`config.mk`:
```
export PLATFORM = sky130hd
export DESIGN_NAME = cit_ctrl
export DESIGN_NICKNAME = d
export VERILOG_FILES = /design/src/rtl/cit_pkg.sv /design/src/rtl/cit_ctrl.sv
export SDC_FILE = /design/constraint.sdc
export NUM_CORES = 1
export LEC_CHECK = 0
export BUFFER_PORTS_ARGS = -buffer_cell sky130_fd_sc_hd__buf_2
export CAP_MARGIN = 25
export CORE_AREA = 3 3 40 42
export DETAILED_ROUTE_END_ITERATION = 8
export DIE_AREA = 0 0 43 45
export PLACE_DENSITY = 0.71
export RECOVER_POWER = 25
export SETUP_SLACK_MARGIN = 0.3
export SLEW_MARGIN = 5
export SYNTH_ARGS = -nofsm -noshare
export SYNTH_HDL_FRONTEND = slang
export SYNTH_SLANG_ARGS = --single-unit
```
`constraint.sdc`:
```
create_clock -name i_clk -period 3.7 [get_ports i_clk]
set_input_delay 0.555 -clock i_clk [delete_from_list [all_inputs] [get_ports i_clk]]
set_output_delay 0.555 -clock i_clk [all_outputs]
set_load 0.01 [all_outputs]
```
`src/rtl/cit_pkg.sv`:
```
package cit_pkg;

    localparam int TableDepth = 64;

    localparam logic [1:0] CMD_REGISTER   = 2'd0;
    localparam logic [1:0] CMD_SEARCH     = 2'd1;
    localparam logic [1:0] CMD_LIST       = 2'd2;
    localparam logic [1:0] CMD_DEREGISTER = 2'd3;

    localparam logic [3:0] ST_ADDED    = 4'd0;
    localparam logic [3:0] ST_UPDATED  = 4'd1;
    localparam logic [3:0] ST_FOUND    = 4'd2;
    localparam logic [3:0] ST_NOTFOUND = 4'd3;
    localparam logic [3:0] ST_ENTRY    = 4'd4;
    localparam logic [3:0] ST_EMPTY    = 4'd5;
    localparam logic [3:0] ST_REMOVED  = 4'd6;
    localparam logic [3:0] ST_NONE     = 4'd7;
    localparam logic [3:0] ST_FULL     = 4'd8;

    localparam int EntryWidth = 176;

    typedef enum logic [2:0] {
        S_IDLE,
        S_SCAN,
        S_WRITE,
        S_REPLY,
        S_LIST
    } t_state;

    // controller to datapath
    typedef struct packed {
        logic load;      // capture the command item, reset the scan
        logic rd_en;     // read entry at scan index
        logic step;      // advance scan index
        logic wr_en;     // write
        logic wr_new;    // write holds the command fields, else the compaction entry
        logic wr_tail;   // address is the entry count, else the match or write index
        logic keep;      // compaction: count a kept entry
        logic set_count; // commit compacted count
        logic inc_count;
        logic match_set; // latch the index of the entry just read as match
        logic emit;
        logic emit_entry;  // results carry the read entry
        logic emit_last;
        logic [3:0] status;
    } t_ctrl;

    // datapath to controller
    typedef struct packed {
        logic [1:0] cmd;
        logic scan_done;   // scan index has reached the entry count
        logic hit_content; // registered read matches the content key
        logic hit_peer;    // registered read matches the peer key
        logic empty;
        logic full;
        logic shrunk;      // compaction removed something
    } t_stat;

endpackage

```
`src/rtl/cit_ctrl.sv`:
```
module cit_ctrl (
    input  logic           i_clk,
    input  logic           i_rst_n,
    input  logic           start,
    output logic           busy,
    input  cit_pkg::t_stat i_stat,
    output cit_pkg::t_ctrl o_ctrl
);
    cit_pkg::t_state r_state, n_state;
    logic r_pend, n_pend;   // a read issued last cycle is now on rdata

    // state register
    always_ff @(posedge i_clk) begin
        if (!i_rst_n) begin
            r_state <= cit_pkg::S_IDLE;
            r_pend  <= 1'b0;
        end else begin
            r_state <= n_state;
            r_pend  <= n_pend;
        end
    end

    // next state and commands
    always_comb begin
        n_state = r_state;
        n_pend  = 1'b0;
        o_ctrl  = '0;
        busy    = (r_state != cit_pkg::S_IDLE);
        case (r_state)
            cit_pkg::S_IDLE: begin
                if (start) begin
                    o_ctrl.load = 1'b1;
                    n_state = cit_pkg::S_SCAN;
                end
            end
            cit_pkg::S_SCAN: begin
                // handle entry read last cycle
                if (r_pend) begin
                    case (i_stat.cmd)
                        cit_pkg::CMD_REGISTER, cit_pkg::CMD_SEARCH: begin
                            if (i_stat.hit_content) begin
                                o_ctrl.match_set = 1'b1;
                                if (i_stat.cmd == cit_pkg::CMD_SEARCH) begin
                                    o_ctrl.emit = 1'b1;
                                    o_ctrl.emit_entry = 1'b1;
                                    o_ctrl.emit_last = 1'b1;
                                    o_ctrl.status = cit_pkg::ST_FOUND;
                                    n_state = cit_pkg::S_IDLE;
                                end else begin
                                    n_state = cit_pkg::S_WRITE;
                                end
                            end
                        end
                        cit_pkg::CMD_LIST: begin
                            o_ctrl.emit = 1'b1;
                            o_ctrl.emit_entry = 1'b1;
                            o_ctrl.status = cit_pkg::ST_ENTRY;
                            o_ctrl.emit_last = i_stat.scan_done;
                            // final entry ends the command
                            if (i_stat.scan_done) begin
                                n_state = cit_pkg::S_IDLE;
                            end
                        end
                        default: begin
                            if (!i_stat.hit_peer) begin
                                o_ctrl.keep = 1'b1;
                                n_state = cit_pkg::S_LIST;
                            end
                        end
                    endcase
                end
                if (n_state == cit_pkg::S_SCAN) begin
                    if (i_stat.scan_done) begin
                        n_state = cit_pkg::S_REPLY;
                    end else begin
                        o_ctrl.rd_en = 1'b1;
                        o_ctrl.step  = 1'b1;
                        n_pend = 1'b1;
                    end
                end
                // kept entry: write it back at the write pointer next cycle
                if (n_state == cit_pkg::S_LIST) begin
                    o_ctrl.keep = 1'b0;
                end
            end
            cit_pkg::S_LIST: begin
                // compaction write of the held entry, then continue the scan or, once it is done, reply
                o_ctrl.wr_en = 1'b1;
                o_ctrl.keep  = 1'b1;
                if (i_stat.scan_done) begin
                    n_state = cit_pkg::S_REPLY;
                end else begin
                    o_ctrl.rd_en = 1'b1;
                    o_ctrl.step  = 1'b1;
                    n_pend = 1'b1;
                    n_state = cit_pkg::S_SCAN;
                end
            end
            cit_pkg::S_WRITE: begin
                // update the matched entry in place
                o_ctrl.wr_en = 1'b1;
                o_ctrl.wr_new = 1'b1;
                o_ctrl.emit = 1'b1;
                o_ctrl.emit_last = 1'b1;
                o_ctrl.status = cit_pkg::ST_UPDATED;
                n_state = cit_pkg::S_IDLE;
            end
            cit_pkg::S_REPLY: begin
                o_ctrl.emit = 1'b1;
                o_ctrl.emit_last = 1'b1;
                n_state = cit_pkg::S_IDLE;
                case (i_stat.cmd)
                    cit_pkg::CMD_REGISTER: begin
                        if (i_stat.full) begin
                            o_ctrl.status = cit_pkg::ST_FULL;
                        end else begin
                            o_ctrl.wr_en = 1'b1;
                            o_ctrl.wr_new = 1'b1;
                            o_ctrl.wr_tail = 1'b1;
                            o_ctrl.inc_count = 1'b1;
                            o_ctrl.status = cit_pkg::ST_ADDED;
                        end
                    end
                    cit_pkg::CMD_SEARCH: o_ctrl.status = cit_pkg::ST_NOTFOUND;
                    cit_pkg::CMD_LIST: begin
                        // list results were given during the scan
                        o_ctrl.emit = i_stat.empty;
                        o_ctrl.status = cit_pkg::ST_EMPTY;
                    end
                    default: begin
                        o_ctrl.set_count = 1'b1;
                        o_ctrl.status = i_stat.shrunk ? cit_pkg::ST_REMOVED
                                                      : cit_pkg::ST_NONE;
                    end
                endcase
            end
            default: n_state = cit_pkg::S_IDLE;
        endcase
    end
endmodule

```
==> results of run 1 <==
==> layout by cell type (no fill, tap or decap), types with 3 or more instances in the layout <==
cell type and n:
buf_2 26, ha_1 4, clkbuf_4 3, dfxtp_1 4, nand2_1 11, nor2_1 7, a21oi_1 6, and3_1 4
o21ai_0 3, inv_1 7
==> critical path: cells and delay by family <==
kind                       cells  cell delay, ps
and+or+nand+nor                1             270
adders and majority gates      1             360
AOI/OAI and AO/OA              3             550
buffers and inverters          2             320
==> stage by stage <==
| stage | util | area [µm²] | instances | hold slack, ps |
|---|---|---|---|---|
| finish | 0.539 | 693 | 118 | 558 |
| global route | 0.539 | 693 | 118 | 551 |
| CTS | 0.544 | 699 | 118 | 547 |
| detailed placement | 0.527 | 677 | 115 | 607 |
| global placement | 0.527 | 677 | 115 | 619 |
| floorplan | - | 563 | 77 | 546 |
==> registers in the layout, indices dropped and copies added, names as in the netlist <==
signal / flops
r_state: 3
r_pend: 1
==> per-layer routing <==
metal	GRT usage	share of wire	routed length, µm	vias up
li1	-	-	-	325
met1	0.180	0.43	612	260
met2	0.266	0.47	656	28
met3	0.0598	0.088	124	2
met4	0.0361	0.011	16	0
met5	0	0	0	-
==> area by class of cell <==
type | instances | area (µm²) | area share
clock buffer | 3 | 22.5 | 0.0325
multi-input combinational | 61 | 408 | 0.588
sequential | 4 | 80.1 | 0.116
tap | 15 | 18.8 | 0.0271
inverter | 7 | 26.3 | 0.0379
timing repair buffer | 28 | 138 | 0.199
==> power groups by stage <==
stage          clock (mW)  sequential [mW]  combinational (mW)
3_3_place_gp            0           0.0502              0.0491
5_1_grt            0.0601           0.0500              0.0545
3_5_place_dp            0           0.0503              0.0496
6_report           0.0521           0.0498              0.0489
4_1_cts            0.0552           0.0497              0.0501
2_1_floorplan           0           0.0470              0.0386
==> logic make-up after synthesis <==
family	after synthesis	share of synthesized area
simple gates	35	0.322
compound gates	21	0.302
buf+inv	12	0.127
fa+ha+maj	4	0.0889
flops	4	0.142
mux	1	0.0178
==> worst paths after layout <==
kind | start | endpoint | slack, ps | cells after the start
setup / recovery | i_stat[6] | o_ctrl[14] | 1090 | 7
hold / removal | i_stat[5] | r_pend | 560 | 2
setup reg to reg | r_state[0] | r_state[1] | 2230 | 4
hold reg to reg | r_state[2] | r_pend | 610 | 2
==> metrics.cfg, run 1 <==
[die]
rows=13
die_area_mm2=0.00194
core_area_mm2=0.00128
die_w_um=43
io_pins=29
start_util=0.438
die_h_um=45

[synthesis]
syn-mean-instance-area_um2=7.31
yosys-top-cells-area=dfxtp_1 14%, ha_1 8.9%, nand2_1 7.3%, inv_1 4.7%, nor2_1 4.7%
yosysUniqueCellTypes=32
synth.net_count=92
yosysMostFrequentCell=nand2_1
ys_async_sr_fraction=0
synthFlopType=dfxtp_1
ys_ff_latch=4
synth_top_cell_area_share=0.142
yosys.area.top_type=dfxtp_1
yosysWarnings=0
synthCells=77
synth_edf_count=0
ys_top_cells_by_count=11 x nand2_1, 7 x inv_1, 7 x nor2_1
ys_seq_area_frac=0.142
netlist_area_um2=563

[hold_path]
hold_path.class=in2reg

[power]
power_mw=0.151
switching_share=0.314
share_comb_of_total_power=0.324
seqPwrFrac=0.330
cellPowerDensity_mw_per_mm2=217
p_int_mw=0.103
pwr-share-clk=0.345
vdd_drop_max_uv=234
switchingPower_mw=0.0473
p_leak_nw=0.389

[clock_network]
cts_sinks=4
cts_hold_buf=0
cts_max_level=1
post_cts_buffers=0
clk_latency_ps=230
clk_pin_slew_worst_paths_ps=30
cts_buffers=3
cts_tree=built
clockBufferDepth=2
cts-root-buf=clkbuf_4
cts-resized-gates=0

[timing]
drv_slew=0
fmax_ghz=0.383
setup_violations=0
setup_slack_ps=1090
fin_setup_tns_ps=0
hold_viol=0
rsz0062_at_grt=false
tightest_slew_ps=406
timing.final.crit_share=0.705
slew_headroom=0.729
skew_ps=5.00
layout_min_cycle_time_ps=2610

[placed_design]
pre_cts_ws_ps=1140
dp.final_hpwl_mm=1.16
port-buffer-count=28
place_congestion=0.851

[global_route]
grt_max_degree=13
track_usage=0.154
grt_pass1_wl_mm=2.29
grt_pass1_vias=550
antenna_found_initial=0
grt_overflow=0

[drt]
ant_nets=0
via_per_inst=5.21
initialDrtViolationCount=3
drc=0
via_count=615
detail_route.first_pass.iterations=4
wirelength_mm=1.41
wire_per_inst_um=11.9

[flow_run]
cap_viol_max_count=0

[worst_setup_path]
cp_data_arrival_time_ps=2050
cp_max_fo=9
required_ps=3140
cp_slowest_cell=ha_1
cp_slowest_stage_delay_ps=360
worstSetupPathType=in2out
endpoint_kind=output port
start_kind=input port
crit_chain=clkbuf_1, ha_1, and2b_1, a31oi_2, o2111ai_1, a21oi_1, buf_2

[layout]
syn_to_final_growth_pct=23.1
fill_cells=142
drive_gt1_frac=0.340
layout.nets=120
antennaDiodeCount=0

[status]
status=finished, final reports clean

Power figures use the tool's default switching activity.
==> inputs of run 2 (changes only) <==
--- a/config.mk
+++ b/config.mk
@@ -5,12 +5,13 @@
 export SDC_FILE = /design/constraint.sdc
 export NUM_CORES = 1
 export LEC_CHECK = 0
+export ABC_AREA = 1
 export BUFFER_PORTS_ARGS = -buffer_cell sky130_fd_sc_hd__buf_2
 export CAP_MARGIN = 25
-export CORE_AREA = 3 3 40 42
+export CORE_MARGIN = 3
+export CORE_UTILIZATION = 43
 export DETAILED_ROUTE_END_ITERATION = 8
-export DIE_AREA = 0 0 43 45
-export PLACE_DENSITY = 0.71
+export PLACE_DENSITY = 0.72
 export RECOVER_POWER = 25
 export SETUP_SLACK_MARGIN = 0.3
 export SLEW_MARGIN = 5
==> constraint.sdc (replaced) <==
create_clock -name i_clk -period 2.65 [get_ports i_clk]
set_input_delay 0.3975 -clock i_clk [delete_from_list [all_inputs] [get_ports i_clk]]
set_output_delay 0.3975 -clock i_clk [all_outputs]
set_load 0.01 [all_outputs]
==> metrics.cfg, run 2 <==
[worst_setup_path]
cpLargestDelayFamily=simple AND/OR/NAND/NOR gates
endpoint=o_ctrl[2]
endpoint_kind=output port
crit_start=r_state[0]
r2r_slack_ps=1230  ; -1000 ps
rr_worst_depth=6  ; +2
r2r-start=r_state[0]
crit_chain=inv_2, nor3_1, nand2_1, a21oi_1, or2_1, buf_2
required_ps=2250  ; -890 ps
cp_data_arrival_time_ps=1700  ; -350 ps
crit_cells=6  ; -1
start_kind=flip-flop
rr_endpoint=r_state[0]
cp_slowest_cell=dfxtp_1
cp_slowest_stage_delay_ps=410  ; +50 ps
crit_buf_inv=2  ; unchanged
cp_max_fo=5  ; -4
worstSetupPathType=reg2out

[clock_network]
cts_sinks=4  ; unchanged
clk_latency_ps=240  ; about the same
cts_hold_buf=0  ; unchanged
clk_pin_slew_worst_paths_ps=30  ; about the same
cts_buffers=3  ; unchanged
cts-root-buf=clkbuf_4
cts_max_level=1  ; unchanged
cts-resized-gates=0  ; unchanged
cts_tree=built
clockBufferDepth=2  ; unchanged
post_cts_buffers=0  ; unchanged

[synthesis]
ys_seq_area_frac=0.142  ; -0.000629
synthAdderAreaFrac=0.0885  ; -0.000393
synth-compound-area-share=0.139  ; -0.163
synthXorXnorAreaFrac=0  ; unchanged
yosys.area.top_type=nand2_1
synth_top_cell_area_share=0.146  ; +0.00380
yosysMostFrequentCell=nand2_1
yosys-top-cells-area=nand2_1 15%, dfxtp_1 14%, ha_1 8.8%, nor2_1 8.6%, inv_1 7.3%
synthFlopType=dfxtp_1
synth_edf_count=0  ; unchanged
yosysUniqueCellTypes=22  ; -31%
ys_ff_latch=4  ; unchanged
ys_top_cells_by_count=22 x nand2_1, 13 x nor2_1, 11 x inv_1
synthCells=98  ; +27%
yosysWarnings=0  ; unchanged
syn-mean-instance-area_um2=5.77  ; -21%
synth.net_count=113  ; +23%
synth-simple-area-share=0.445  ; +0.122
ys_async_sr_fraction=0  ; unchanged
muxShareOfSynthArea=0  ; -0.0178
netlist_area_um2=566  ; +0.44%
synth_top_family_by_area=simple AND/OR/NAND/NOR gates

[timing]
fmax_ghz=0.477
layout_min_cycle_time_ps=2100
rsz0062_at_grt=false
fin_setup_tns_ps=0  ; unchanged
setup_slack_ps=554  ; -537 ps
setup_violations=0  ; unchanged
drv_slew=0  ; unchanged
whs_ps=421  ; -138 ps
tightest_slew_ps=442  ; +35.4 ps
skew_ps=7.28  ; +2.28 ps
timing.final.crit_share=0.791
slew_headroom=0.703  ; -0.0255
hold_viol=0  ; unchanged

[power]
p_int_mw=0.136  ; +31%
pwr-share-clk=0.379  ; +0.034
power_mw=0.202  ; +34%
cellPowerDensity_mw_per_mm2=289  ; +33%
seqPwrFrac=0.326  ; -0.004
share_comb_of_total_power=0.295  ; -0.029
switching_share=0.327  ; +0.0136
switchingPower_mw=0.0662  ; +40%
p_leak_nw=0.423  ; +8.9%
vdd_drop_max_uv=234  ; +0.21%

[status]
status=finished, final reports clean

[drt]
wirelength_mm=1.35  ; -3.9%
detail_route.first_pass.iterations=4  ; unchanged
ant_nets=0  ; unchanged
initialDrtViolationCount=7  ; +4
drc=0  ; unchanged
wire_per_inst_um=9.74  ; -18%
via_count=656  ; +6.7%
via_per_inst=4.72  ; -9.4%

[layout]
drive_gt1_frac=0.360  ; +0.0202
layout_commonest_cell=buf_2
fill_cells=122  ; -14%
layout.nets=142  ; +18%
top_register=r_state
antennaDiodeCount=0  ; unchanged
largest_reg_flops=3  ; unchanged
reg_top3=r_state x3, r_pend x1
fin_util=0.597  ; +0.0578
syn_to_final_growth_pct=23.7
mostFrequentLayoutCells=28 x buf_2, 23 x nand2_1, 14 x nor2_1

[die]
rows=12  ; -1
die_h_um=42.3  ; -6.1%
die_w_um=42.3  ; -1.7%
io_pins=29  ; unchanged
start_util=0.483  ; +0.0447
die_area_mm2=0.00179  ; -7.7%
core_area_mm2=0.00117  ; -8.9%

[placed_design]
port-buffer-count=28  ; unchanged
place_congestion=0.821  ; -3.5%
dp.final_hpwl_mm=1.16  ; +0.47%
pre_cts_ws_ps=615  ; -523 ps

[global_route]
grt_pass1_wl_mm=2.24  ; -2.4%
grt_max_degree=9  ; -4
track_usage=0.161  ; +0.00706
antenna_found_initial=0  ; unchanged
grt_pass1_vias=524  ; -4.7%
grt_overflow=0  ; unchanged

[flow_run]
cap_viol_max_count=0  ; unchanged

[hold_path]
hold_path.class=in2reg

==> run 2: logic make-up (layout without fill, tap and decap cells) <==
kind of cell             after synthesis  in the layout
flip-flops                             4              4
AND/OR/NAND/NOR                       52             52
buffers and inverters                 24             51
adder cells (fa/ha/maj)                4              4
AO/OA/AOI/OAI                         14             14
==> run 2: through the flow <==
stage	instances	area, µm²
after floorplan	98	566
after global placement	136	693
after detailed placement	136	693
after CTS	139	716
after global routing	139	699
final	139	699
==> run 2: area by class of cell <==
| type | count | area, µm² | area share |
|---|---|---|---|
| multi-input cells | 70 | 364 | 0.521 |
| repair buffers | 28 | 140 | 0.200 |
| flip-flops and latches | 4 | 80.1 | 0.114 |
| inverters | 20 | 75.1 | 0.107 |
| clock buffers | 3 | 22.5 | 0.0322 |
| well taps | 14 | 17.5 | 0.0250 |
==> run 2: routing by layer <==
metal / wire [µm] / vias up / global-route usage
li1: - / 354 / -
met1: 642 / 272 / 0.235
met2: 574 / 26 / 0.213
met3: 118 / 4 / 0.0429
met4: 18 / 0 / 0.0745
met5: 0 / - / 0
==> run 2: tightest hold or removal path, cell delays in order <==
cell,delay (ps)
buf_2,80
o21ai_1,60
nor2_1,70
==> run 2: power by group through the flow <==
stage	Sequential (mW)	Clock [mW]	Combinational (mW)
after floorplan	0.0653	0	0.0430
after global placement	0.0667	0	0.0613
after detailed placement	0.0668	0	0.0621
after CTS	0.0658	0.0804	0.0624
after global routing	0.0661	0.0845	0.0683
final	0.0658	0.0766	0.0597
==> run 2: how the worst min path moves through the flow <==
stage            from          to  cells past startpoint  slack, ps
2_1_floorplan   start  r_state[0]                      2        540
3_3_place_gp   r_pend  r_state[2]                      2        620
3_5_place_dp   r_pend  r_state[2]                      2        620
4_1_cts         start  r_state[0]                      3        420
5_1_grt         start  r_state[0]                      3        430
6_report        start  r_state[0]                      3        420
==> inputs of run 3 (changes only) <==
--- a/config.mk
+++ b/config.mk
@@ -9,9 +9,9 @@
 export BUFFER_PORTS_ARGS = -buffer_cell sky130_fd_sc_hd__buf_2
 export CAP_MARGIN = 25
 export CORE_MARGIN = 3
-export CORE_UTILIZATION = 43
+export CORE_UTILIZATION = 39
 export DETAILED_ROUTE_END_ITERATION = 8
-export PLACE_DENSITY = 0.72
+export PLACE_DENSITY = 0.69
 export RECOVER_POWER = 25
 export SETUP_SLACK_MARGIN = 0.3
 export SLEW_MARGIN = 5
==> constraint.sdc (replaced) <==
create_clock -name i_clk -period 1.8 [get_ports i_clk]
set_input_delay 0.27 -clock i_clk [delete_from_list [all_inputs] [get_ports i_clk]]
set_output_delay 0.27 -clock i_clk [all_outputs]
set_load 0.01 [all_outputs]
==> metrics.cfg, run 3 (synthesis gave the netlist of run 2 again) <==
[drt]
via_count=840  ; +28%
drc=0  ; unchanged
initialDrtViolationCount=54  ; +47
detail_route.first_pass.iterations=4  ; unchanged
via_per_inst=5.28  ; +12%
wire_per_inst_um=14.8  ; +52%
ant_nets=0  ; unchanged
wirelength_mm=2.36  ; +74%

[layout]
syn_to_final_growth_pct=84.7
mostFrequentLayoutCells=24 x buf_2, 18 x nand2_1, 14 x buf_4
largest_reg_flops=3  ; unchanged
layout.nets=161  ; +13%
fin_util=0.783  ; +0.186
reg_top3=r_state x3, r_pend x1
antennaDiodeCount=0  ; unchanged
layout_commonest_cell=buf_2
fill_cells=90  ; -26%
top_register=r_state
drive_gt1_frac=0.611  ; +0.251

[global_route]
use_met2=0.363  ; +0.151
antenna_found_initial=0  ; unchanged
grt_pass1_wl_mm=3.06  ; +37%
grt_max_degree=9  ; unchanged
grt_overflow=0  ; unchanged
use_met1=0.259  ; +0.0233
met3_usage=0.0244  ; -0.0185
busiest_layer=met2
grt_pass1_vias=709  ; +35%
track_usage=0.216  ; +0.0547

[status]
status=finished, final reports clean

[clock_network]
clk_pin_slew_worst_paths_ps=30  ; about the same
cts_sinks=4  ; unchanged
cts_max_level=1  ; unchanged
cts-root-buf=clkbuf_4
cts_buffers=3  ; unchanged
clk_latency_ps=250  ; about the same
clockBufferDepth=2  ; unchanged
cts_hold_buf=0  ; unchanged
cts_tree=built

[worst_setup_path]
cp_data_arrival_time_ps=1480  ; -220 ps
required_ps=1530  ; -720 ps
crit_top_cell=inv_4
cp_slowest_stage_delay_ps=370  ; -40 ps
worstSetupPathType=reg2out
endpoint_kind=output port
cp_max_fo=4  ; -1
cp_slowest_cell=dfxtp_4
crit_chain=inv_4, nor3_4, buf_4, inv_4, o32ai_2, buf_2
start_kind=flip-flop

[placed_design]
place_congestion=0.848  ; +3.3%
dp.final_hpwl_mm=1.21  ; +3.9%
port-buffer-count=28  ; unchanged

[power]
vdd_drop_max_uv=247  ; +5.6%
cellPowerDensity_mw_per_mm2=372  ; +29%
p_leak_nw=0.541  ; +28%

[timing]
rsz0062_at_grt=true
skew_ps=10.9  ; +3.64 ps
tightest_slew_ps=274  ; -167 ps
timing.final.crit_share=0.973
fmax_ghz=0.571
hold_viol=0  ; unchanged
fin_setup_tns_ps=0  ; unchanged
drv_slew=0  ; unchanged
whs_ps=287  ; -134 ps
slew_headroom=0.816  ; +0.113
layout_min_cycle_time_ps=1750
setup_violations=0  ; unchanged

[die]
die_area_mm2=0.00194  ; +8.8%
io_pins=29  ; unchanged
rows=13  ; +1
core_area_mm2=0.00133  ; +14%
die_w_um=44.1  ; +4.3%
start_util=0.424  ; -0.0589
die_h_um=44.1  ; +4.3%

[hold_path]
hold_path.class=in2reg

[flow_run]
cap_viol_max_count=0  ; unchanged

run 3: through the flow:
stage / std cells / power, mW / cell area (µm²) / setup slack, ps
floorplan: 98 / 0.161 / 576 / 303
global route: 159 / 0.406 / 1040 / -27.0
finish: 159 / 0.389 / 1040 / 47.8
detailed placement: 137 / 0.193 / 704 / 25.5
global placement: 137 / 0.192 / 704 / 68.6
CTS: 153 / 0.358 / 950 / 138
run 3: critical path, delay by kind of cell (launching register included):
kind / cells / cell delay [ps]
AO/OA/AOI/OAI: 1 / 200
buffers and inverters: 4 / 440
flip-flops: 1 / 370
AND/OR/NAND/NOR: 1 / 220
run 3: final timing paths:
check	cells after the start	slack (ps)	to	startpoint
worst max-delay path	6	50	o_ctrl[1]	r_state[0]
worst min register to register	2	550	r_state[2]	r_pend
worst max register to register	12	160	r_pend	r_pend
worst min-delay path	3	290	r_state[0]	start
run 3: where the power goes:
group	switching, mW	internal (mW)	total (mW)	leakage (nW)
logic	0.0908	0.0821	0.173	0.492
clock network	0.0455	0.0751	0.121	0.0138
registers	0.00598	0.0896	0.0956	0.0352
total	0.142	0.247	0.389	0.541
run 3: timing repair:
action                     4_1_cts  5_1_grt
setup endpoints to repair       15       18
pin swaps                       13       11
setup buffers                   13        6
resized for setup               34       14
run 3: area by class of cell:
cell class | count | area (µm²) | share of cell area
Multi-Input combinational cell | 70 | 473 | 0.453
Timing Repair Buffer | 47 | 335 | 0.321
Inverter | 20 | 103 | 0.0982
Sequential cell | 4 | 92.6 | 0.0886
Clock buffer | 3 | 22.5 | 0.0216
Tap cell | 15 | 18.8 | 0.0180
run 3: per-layer routing:
layer	vias up	part of all wire
li1	394	-
met1	378	0.38
met3	13	0.070
met4	0	0.050
met2	55	0.49
met5	-	0
